[src/sv/rrtd_pkg.sv]
// ---------------------------------------------------------------------------
// rrtd_pkg
// shared constants and types for the round-robin tick delay scheduler
// ---------------------------------------------------------------------------
package rrtd_pkg;

  localparam int NUM_TASKS = 5;
  localparam int TICK_BITS = 32;
  localparam int TASK_W    = (NUM_TASKS > 1) ? $clog2(NUM_TASKS) : 1;

  typedef enum logic {
    CMD_TICK  = 1'b0,
    CMD_DELAY = 1'b1
  } cmd_t;

  localparam logic [TASK_W-1:0] IDLE_TASK  = '0;
  localparam logic [TASK_W-1:0] FIRST_TASK = TASK_W'(1);

  typedef logic [NUM_TASKS-1:0][TICK_BITS-1:0] wake_arr_t;

  typedef struct packed {
    logic [NUM_TASKS-1:0] blocked;
    logic [TASK_W-1:0]    cur;
    logic [TICK_BITS-1:0] tick;
    logic                 wake_we;
    logic [TICK_BITS-1:0] wake_wdata;
  } upd_t;

endpackage

[src/sv/rrtd_if.sv]
// ---------------------------------------------------------------------------
// rrtd_req_if / rrtd_rsp_if
// valid/ready channels for scheduler events and scheduling results
// ---------------------------------------------------------------------------
interface rrtd_req_if;
  import rrtd_pkg::*;

  logic                 valid;
  logic                 ready;
  cmd_t                 command;
  logic [TICK_BITS-1:0] delay_ticks;

  modport source (output valid, command, delay_ticks, input ready);
  modport sink   (input valid, command, delay_ticks, output ready);
endinterface

interface rrtd_rsp_if;
  import rrtd_pkg::*;

  logic                 valid;
  logic                 ready;
  logic [TASK_W-1:0]    running_task;
  logic [TICK_BITS-1:0] tick_now;
  logic [NUM_TASKS-1:0] ready_mask;

  modport source (output valid, running_task, tick_now, ready_mask, input ready);
  modport sink   (input valid, running_task, tick_now, ready_mask, output ready);
endinterface

[src/sv/rrtd_pick.sv]
// ---------------------------------------------------------------------------
// rrtd_pick
// event update: tick and wake matching or delay blocking, then the
// round-robin pick of the next task
// ---------------------------------------------------------------------------
module rrtd_pick (
  input  rrtd_pkg::cmd_t                 command,
  input  logic [rrtd_pkg::TICK_BITS-1:0] delay_ticks,
  input  logic [rrtd_pkg::NUM_TASKS-1:0] blocked,
  input  rrtd_pkg::wake_arr_t            wake,
  input  logic [rrtd_pkg::TASK_W-1:0]    cur,
  input  logic [rrtd_pkg::TICK_BITS-1:0] tick,
  output rrtd_pkg::upd_t                 upd
);
  import rrtd_pkg::*;

  logic [NUM_TASKS-1:0] blocked_ev;
  logic [TICK_BITS-1:0] tick_ev;
  logic                 wake_we;
  logic [TICK_BITS-1:0] wake_wdata;
  logic [TASK_W-1:0]    pick;
  logic [TASK_W:0]      cand;
  logic [TASK_W-1:0]    cand_idx;

  always_comb begin
    blocked_ev = blocked;
    tick_ev    = tick;
    wake_we    = 1'b0;
    wake_wdata = tick + delay_ticks;
    case (command)
      CMD_TICK: begin
        tick_ev = tick + TICK_BITS'(1);
        for (int t = 0; t < NUM_TASKS; t++) begin
          if (blocked[t] && (wake[t] == tick_ev)) begin
            blocked_ev[t] = 1'b0;
          end
        end
      end
      CMD_DELAY: begin
        if (cur != IDLE_TASK) begin
          blocked_ev[cur] = 1'b1;
          wake_we         = 1'b1;
        end
      end
      default: ;
    endcase
  end

  // descending scan so the nearest ready task after cur wins
  always_comb begin
    pick     = IDLE_TASK;
    cand     = '0;
    cand_idx = '0;
    for (int s = NUM_TASKS; s >= 1; s--) begin
      cand = {1'b0, cur} + (TASK_W+1)'(s);
      if (cand >= (TASK_W+1)'(NUM_TASKS)) begin
        cand = cand - (TASK_W+1)'(NUM_TASKS);
      end
      cand_idx = cand[TASK_W-1:0];
      if ((cand_idx != IDLE_TASK) && !blocked_ev[cand_idx]) begin
        pick = cand_idx;
      end
    end
  end

  assign upd.blocked    = blocked_ev;
  assign upd.cur        = pick;
  assign upd.tick       = tick_ev;
  assign upd.wake_we    = wake_we;
  assign upd.wake_wdata = wake_wdata;

endmodule

[src/sv/round_robin_tick_delay_scheduler.sv]
// ---------------------------------------------------------------------------
// round_robin_tick_delay_scheduler
// round-robin task scheduler with tick-counted delays
//
// req carries one event per word: command tick advances the tick counter and
// wakes blocked tasks whose wake tick equals the new count; command delay
// blocks the running user task until tick + delay_ticks (a delay from the
// idle task is dropped). rsp returns one word per event: the task picked to
// run next, the tick count after the event and the ready mask.
// The event is registered on accept; its result is registered when the event
// advances, that is once rsp is empty or taken. One event per cycle is
// sustained while rsp is taken: the wake compares and the pick of the next
// task sit between the event register and the result register.
// If the receiver stalls, the result register holds and the event register
// fills; req.ready then drops until rsp is taken.
// Reset: every task ready, task 1 current, tick counter zero, both channels
// empty. Wake ticks are only meaningful while their task is blocked.
// ---------------------------------------------------------------------------
module round_robin_tick_delay_scheduler (
  input logic        clk,
  input logic        rst,
  rrtd_req_if.sink   req,
  rrtd_rsp_if.source rsp
);
  import rrtd_pkg::*;

  logic                 in_valid;
  cmd_t                 in_cmd;
  logic [TICK_BITS-1:0] in_delay;

  logic [NUM_TASKS-1:0] blocked;
  wake_arr_t            wake;
  logic [TASK_W-1:0]    cur;
  logic [TICK_BITS-1:0] tick;

  logic                 advance;
  upd_t                 upd;

  assign advance   = in_valid && (!rsp.valid || rsp.ready);
  assign req.ready = !in_valid || advance;

  rrtd_pick u_pick (
    .command     (in_cmd),
    .delay_ticks (in_delay),
    .blocked     (blocked),
    .wake        (wake),
    .cur         (cur),
    .tick        (tick),
    .upd         (upd)
  );

  always_ff @(posedge clk) begin
    if (rst) begin
      in_valid <= 1'b0;
    end else if (req.ready) begin
      in_valid <= req.valid;
    end
    if (req.valid && req.ready) begin
      in_cmd   <= req.command;
      in_delay <= req.delay_ticks;
    end
  end

  always_ff @(posedge clk) begin
    if (rst) begin
      blocked <= '0;
      cur     <= FIRST_TASK;
      tick    <= '0;
    end else if (advance) begin
      blocked <= upd.blocked;
      cur     <= upd.cur;
      tick    <= upd.tick;
    end
  end

  always_ff @(posedge clk) begin
    if (advance && upd.wake_we) begin
      wake[cur] <= upd.wake_wdata;
    end
  end

  always_ff @(posedge clk) begin
    if (rst) begin
      rsp.valid <= 1'b0;
    end else if (advance) begin
      rsp.valid <= 1'b1;
    end else if (rsp.ready) begin
      rsp.valid <= 1'b0;
    end
    if (advance) begin
      rsp.running_task <= upd.cur;
      rsp.tick_now     <= upd.tick;
      rsp.ready_mask   <= ~upd.blocked;
    end
  end

  a_idle_never_blocked: assert property (@(posedge clk) disable iff (rst)
    !blocked[0])
    else $error("idle task marked blocked");

  a_cur_in_range: assert property (@(posedge clk) disable iff (rst)
    cur < TASK_W'(NUM_TASKS))
    else $error("current task index out of range");

  a_picked_is_ready: assert property (@(posedge clk) disable iff (rst)
    rsp.valid |-> rsp.ready_mask[rsp.running_task])
    else $error("picked task is not ready");

  a_tick_advance: assert property (@(posedge clk) disable iff (rst)
    (advance && in_cmd == CMD_TICK) |=> tick == $past(tick) + TICK_BITS'(1))
    else $error("tick counter did not advance on tick");

  a_delay_keeps_tick: assert property (@(posedge clk) disable iff (rst)
    (advance && in_cmd == CMD_DELAY) |=> $stable(tick))
    else $error("tick counter moved on delay");

endmodule
[src/flat_wrapper.sv]
// flat-port wrapper written by rule: the top's interface ports become plain ports
module round_robin_tick_delay_scheduler_flat import rrtd_pkg::*;
  (clk, rst, req_valid, req_command, req_delay_ticks, req_ready, rsp_valid, rsp_running_task, rsp_tick_now, rsp_ready_mask, rsp_ready);
  rrtd_req_if req_i ();
  rrtd_rsp_if rsp_i ();
  input logic clk;
  input logic rst;
  input wire logic [$bits(req_i.valid)-1:0] req_valid;
  input wire logic [$bits(req_i.command)-1:0] req_command;
  input wire logic [$bits(req_i.delay_ticks)-1:0] req_delay_ticks;
  output wire logic [$bits(req_i.ready)-1:0] req_ready;
  output wire logic [$bits(rsp_i.valid)-1:0] rsp_valid;
  output wire logic [$bits(rsp_i.running_task)-1:0] rsp_running_task;
  output wire logic [$bits(rsp_i.tick_now)-1:0] rsp_tick_now;
  output wire logic [$bits(rsp_i.ready_mask)-1:0] rsp_ready_mask;
  input wire logic [$bits(rsp_i.ready)-1:0] rsp_ready;
  assign req_i.valid = req_valid;
  assign req_i.command = req_command;
  assign req_i.delay_ticks = req_delay_ticks;
  assign req_ready = req_i.ready;
  assign rsp_valid = rsp_i.valid;
  assign rsp_running_task = rsp_i.running_task;
  assign rsp_tick_now = rsp_i.tick_now;
  assign rsp_ready_mask = rsp_i.ready_mask;
  assign rsp_i.ready = rsp_ready;
  round_robin_tick_delay_scheduler u_core (.clk(clk), .rst(rst), .req(req_i), .rsp(rsp_i));
endmodule
[config.mk]
export PLATFORM = sky130hd
export DESIGN_NAME = round_robin_tick_delay_scheduler_flat
export DESIGN_NICKNAME = d
export VERILOG_FILES = /design/src/sv/rrtd_pkg.sv /design/src/sv/rrtd_if.sv /design/src/sv/rrtd_pick.sv /design/src/sv/round_robin_tick_delay_scheduler.sv /design/src/flat_wrapper.sv
export SDC_FILE = /design/constraint.sdc
export NUM_CORES = 1
export LEC_CHECK = 0
export BUFFER_PORTS_ARGS = -buffer_cell sky130_fd_sc_hd__buf_4
export CAP_MARGIN = 0
export CORE_MARGIN = 3
export CORE_UTILIZATION = 35
export DETAILED_ROUTE_END_ITERATION = 8
export PLACE_DENSITY_LB_ADDON = 0.08
export SYNTH_ARGS = -nofsm -noshare
export SYNTH_HDL_FRONTEND = slang
export SYNTH_HIERARCHICAL = 1
export SYNTH_SLANG_ARGS = --single-unit
export TNS_END_PERCENT = 20
[constraint.sdc]
create_clock -name clk -period 6.9 [get_ports clk]
set_input_delay 1.035 -clock clk [delete_from_list [all_inputs] [get_ports clk]]
set_output_delay 1.035 -clock clk [all_outputs]
set_load 0.1 [all_outputs]
==> reports/summary.md <==
Cell internal power was estimated by the tool at 3.14 mW. The run finished with clean final reports. After detailed routing, the number of remaining DRC violations is 0. The die covers 0.0506 sq mm. The layout has 4555 filler cells. The setup path with the least slack is of type reg -> reg. After clock tree synthesis, the setup repair step added 0 buffers.

The placeable core area is 0.0470 sq mm. The worst hold path begins at u_core/blocked[4]. The antenna diode instance count came out at 0. Data on the critical path arrives at its endpoint at 6560 ps. Compared with the post-synthesis result, the final layout area differs by 14.4%. The startpoint identified for the worst register-to-register timing path is u_core/tick[0]. Switching part of the total power: 26.9%. Summing every instance area after synthesis gives 0.0168 sq mm. For this design, the CTS-stage hold fixing added 0 buffers. In this run the mean area of a mapped cell was 10.7 sq um. For the global router's overall resource usage, the log shows 25.5%.

For the final database, setup skew stands at 18.7 ps. The first global-routing pass estimated 93900 um of wire. The die is 225 um tall. Setup repair after global routing left no endpoint under its margin.

In this design, the stage delay of the slowest critical-path cell is 750 ps. After clock tree synthesis, the clock-pin slew on the worst setup and hold paths is 60 ps. The number of levels the H-tree was split into is 2. The number of library cell types mapped by synthesis was 99; the total detailed-routing wirelength was 65000 um. The final hold violation count is 0. The analysis attributes to cell leakage a power of 6.75 nW. For the setup slack of the worst register-to-register path, the log shows 800 ps. For the tightest slew margin relative to the limit, the log shows 25.7%.

The tools report the TritonCTS sink count as 275. The end of the worst register-to-register path is u_core/cur[1]. The initial detailed-routing violation count came out at 1337. The tools report the count of boundary I/O pins as 79.

The path class of the lowest-slack min-delay path is reg -> reg. The first detailed-routing pass took 7 iterations. The logs give 0 for the number of setup violations in the final report and 40.9% for the end-of-flow core utilization. Across the whole layout, storage elements account for 0.00784 sq mm. The multi-input combinational cells in the finished layout cover a total of 0.00823 sq mm. Power share of the clock group: 42.2%. The net switching power figure was 1.16 mW. Across the VDD grid, the largest voltage drop is 0.137 mV. In the final design database the tool counted 1718 nets.

For this design the ratio of total power to cell area is 224 mW/mm^2. In the final routed layout, each cell accounts on average for 28.7 um. The required time at the endpoint of the critical path is 7350 ps. The tools report the capturing element type of the critical path as a flop. The final critical delay including setup and external delays works out to 6100 ps. The highest attainable clock frequency is 164 MHz.

Post-CTS repair changed the size of 0 cells. In this run the worst path has a maximum fanout of 15. Overall power consumption after layout is estimated at 4.30 mW. For this configuration, the core starts out at a cell density of 35.7%. The number of enable flip-flop cells after synthesis works out to 233. The tools report the post-synth net total as 1643.

The dominant cell type by count on the critical path was sky130_fd_sc_hd__or4_1. Counting cells, the worst reg-to-reg path comes to 15. The slowest stage of the critical path belongs to the cell sky130_fd_sc_hd__and3_1. For this run, the number of Yosys warnings is 6. For the gate count of the mapped netlist, the log shows 1561. TritonCTS built the clock tree.

The relative contribution of combinational cells to total power was 13.7%. The longest clock path from root to sink contains 3 buffers. Among all flip-flop cells after synthesis, the most frequent one is sky130_fd_sc_hd__edfxtp_1.

The logs give 477 ps for the final-layout worst hold slack and 0 for the residual overflow from global routing. In the finished design, the share of the clock period the worst path needs comes to 88.4%. The proportion of synthesized flip-flops having asynchronous set or reset was 0%; the total clock buffers created by CTS was 35. The share of the Yosys chip area taken by registers is 46.7%.

Counting instances, the worst hold path has a depth of 2. Port buffering added 78 buffers. The tools report the final worst slack as 799 ps.

The register bit total from synthesis was 275; the detail-routed via count per cell was 5.89. The die boundary width came out at 225 um. The detailed-route via count is 13.4k, and the number of routed nets with antenna violations is 0.

The most common library cell in the layout ignoring fill and taps is sky130_fd_sc_hd__edfxtp_1. The post-route netlist has 14.5% of its cells at a drive strength greater than 1. The startpoint type of the worst setup path was a flop.

The number of global-route vias before repair was 13.1k. The run gives 0 as the initial antenna violation count. Terminating pin of the worst hold path: u_core/blocked[4]. In the final timing run, aggregate negative setup slack is 0 ps.

Entering global routing, the biggest net connects 43 pins. The tools report the placer congestion estimate as 0.963. Walking the worst path, the cells encountered are ha_1 > and3_1 > nand2_1 > o41ai_1 > o2111ai_1 > or4_1 > nor4_1 > nand4b_1 > a22o_1 > a311oi_1 > or4_1 > mux2_1 > o31ai_1 > nand3_1 > a21oi_1. The tools report the number of maximum-capacitance constraint violations as 0.

For the number of pins exceeding their max-slew limit in the final report, the log shows 0. OpenSTA, run right after detailed placement, puts the worst setup slack at 983 ps. The HPWL after detailed placement is 47300 um, and the row count is 79. Clock tree synthesis selected as its root buffer the cell sky130_fd_sc_hd__clkbuf_16. The share of total power dissipated in sequential elements is 44.1%.

The slew of the pin with the lowest slew margin was 1110 ps; the worst-skew pair later-pin latency was 550 ps. The library cells used most frequently in the layout, excluding fill and tap cells, are 233 x sky130_fd_sc_hd__edfxtp_1, 138 x sky130_fd_sc_hd__buf_4, 132 x sky130_fd_sc_hd__xnor2_1.
[per-stage QoR]
| step | instances | cell area [sq um] |
|---|---|---|
| 2_1_floorplan | 1561 | 16800 |
| 5_1_grt | 2270 | 19200 |
| 3_3_place_gp | 2206 | 18100 |
| 6_report | 2270 | 19200 |
| 3_5_place_dp | 2206 | 18100 |
| 4_1_cts | 2270 | 19200 |
[power by group through the flow]
stage | clock (mW) | combinational [mW] | sequential [mW]
after CTS | 1.86 | 0.594 | 1.89
after detailed placement | 0 | 0.591 | 1.93
after floorplan | 0 | 0.327 | 2.02
after global placement | 0 | 0.591 | 1.93
final | 1.81 | 0.591 | 1.89
after global routing | 1.94 | 0.638 | 1.90
[flip-flops by register name (all words and copies together) (netlist names)]
register and flops:
u_core/cur 3, u_core/rsp.running_task 3, u_core/in_valid 1, u_core/in_cmd 1, u_core/tick 32, u_core/blocked 5, u_core/wake 160, u_core/rsp.ready_mask 5
u_core/in_delay 32, u_core/rsp.tick_now 32, u_core/rsp.valid 1
[critical path: cells and delay by family, from the launching register on]
kind / cells / cell delay [ps]
mux: 1 / 330
simple gates: 7 / 2730
fa+ha+maj: 1 / 340
compound gates: 6 / 1920
flops: 1 / 660
[synth_stat cells, types with 14 or more instances]
library cell | number | share of area, %
sky130_fd_sc_hd__nand2_1 | 57 | 1.3
sky130_fd_sc_hd__dfxtp_1 | 42 | 5.0
sky130_fd_sc_hd__edfxtp_1 | 233 | 42
sky130_fd_sc_hd__a21o_1 | 18 | 0.81
sky130_fd_sc_hd__a31oi_1 | 16 | 0.60
sky130_fd_sc_hd__xnor2_1 | 132 | 6.9
sky130_fd_sc_hd__o21ai_0 | 75 | 2.2
sky130_fd_sc_hd__clkbuf_1 | 41 | 0.92
sky130_fd_sc_hd__xnor3_1 | 22 | 3.0
sky130_fd_sc_hd__buf_2 | 21 | 0.63
sky130_fd_sc_hd__nand4_1 | 36 | 1.3
sky130_fd_sc_hd__nand3_1 | 89 | 2.7
sky130_fd_sc_hd__buf_4 | 16 | 0.72
sky130_fd_sc_hd__nor3_1 | 58 | 1.7
sky130_fd_sc_hd__nor2_1 | 75 | 1.7
sky130_fd_sc_hd__or3_1 | 14 | 0.52
sky130_fd_sc_hd__nor4_1 | 28 | 1.0
sky130_fd_sc_hd__ha_1 | 43 | 3.2
sky130_fd_sc_hd__inv_1 | 45 | 1.0
sky130_fd_sc_hd__and2_1 | 14 | 0.52
sky130_fd_sc_hd__nor2b_1 | 15 | 0.56
sky130_fd_sc_hd__nand2b_1 | 23 | 0.86
sky130_fd_sc_hd__a21oi_1 | 91 | 2.7
sky130_fd_sc_hd__o2111ai_1 | 14 | 0.73
sky130_fd_sc_hd__xor2_1 | 58 | 3.0
sky130_fd_sc_hd__and3_1 | 20 | 0.75
[per-layer routing]
metal | up-vias | share of wire, % | global-route usage [%]
li1 | 6094 | - | -
met1 | 6728 | 46 | 36.6
met2 | 482 | 46 | 40.9
met3 | 72 | 5.9 | 3.49
met4 | 0 | 2.5 | 6.77
met5 | - | 0 | 0
[cell families (layout without fill, tap and decap cells)]
logic type | Yosys count | in the layout | synth area share (%)
XOR/XNOR | 213 | 213 | 13.0
buffers and inverters | 150 | 252 | 4.44
AND/OR/NAND/NOR | 499 | 499 | 16.9
AO/OA/AOI/OAI | 370 | 370 | 14.9
adder cells (fa/ha/maj) | 45 | 45 | 3.44
multiplexers | 9 | 9 | 0.596
flip-flops | 275 | 275 | 46.7
[area by class of cell]
cell class              instances  area share, %
well taps                     607           3.96
flip-flops and latches        275           40.8
multi-input cells            1136           42.9
clock buffers                  54           5.31
clock inverters                10          0.652
repair buffers                138           5.40
inverters                      50          0.978
[worst max-delay path by stage]
stage                       end           start  slack, ps
3_3_place_gp      u_core/cur[1]  u_core/tick[0]       1130
3_5_place_dp      u_core/cur[1]  u_core/tick[0]        980
2_1_floorplan  u_core/wake[128]   u_core/cur[0]       1410
5_1_grt           u_core/cur[1]  u_core/tick[0]        500
4_1_cts           u_core/cur[1]  u_core/tick[0]        930
6_report          u_core/cur[1]  u_core/tick[0]        800
Power figures use the tool's default switching activity.
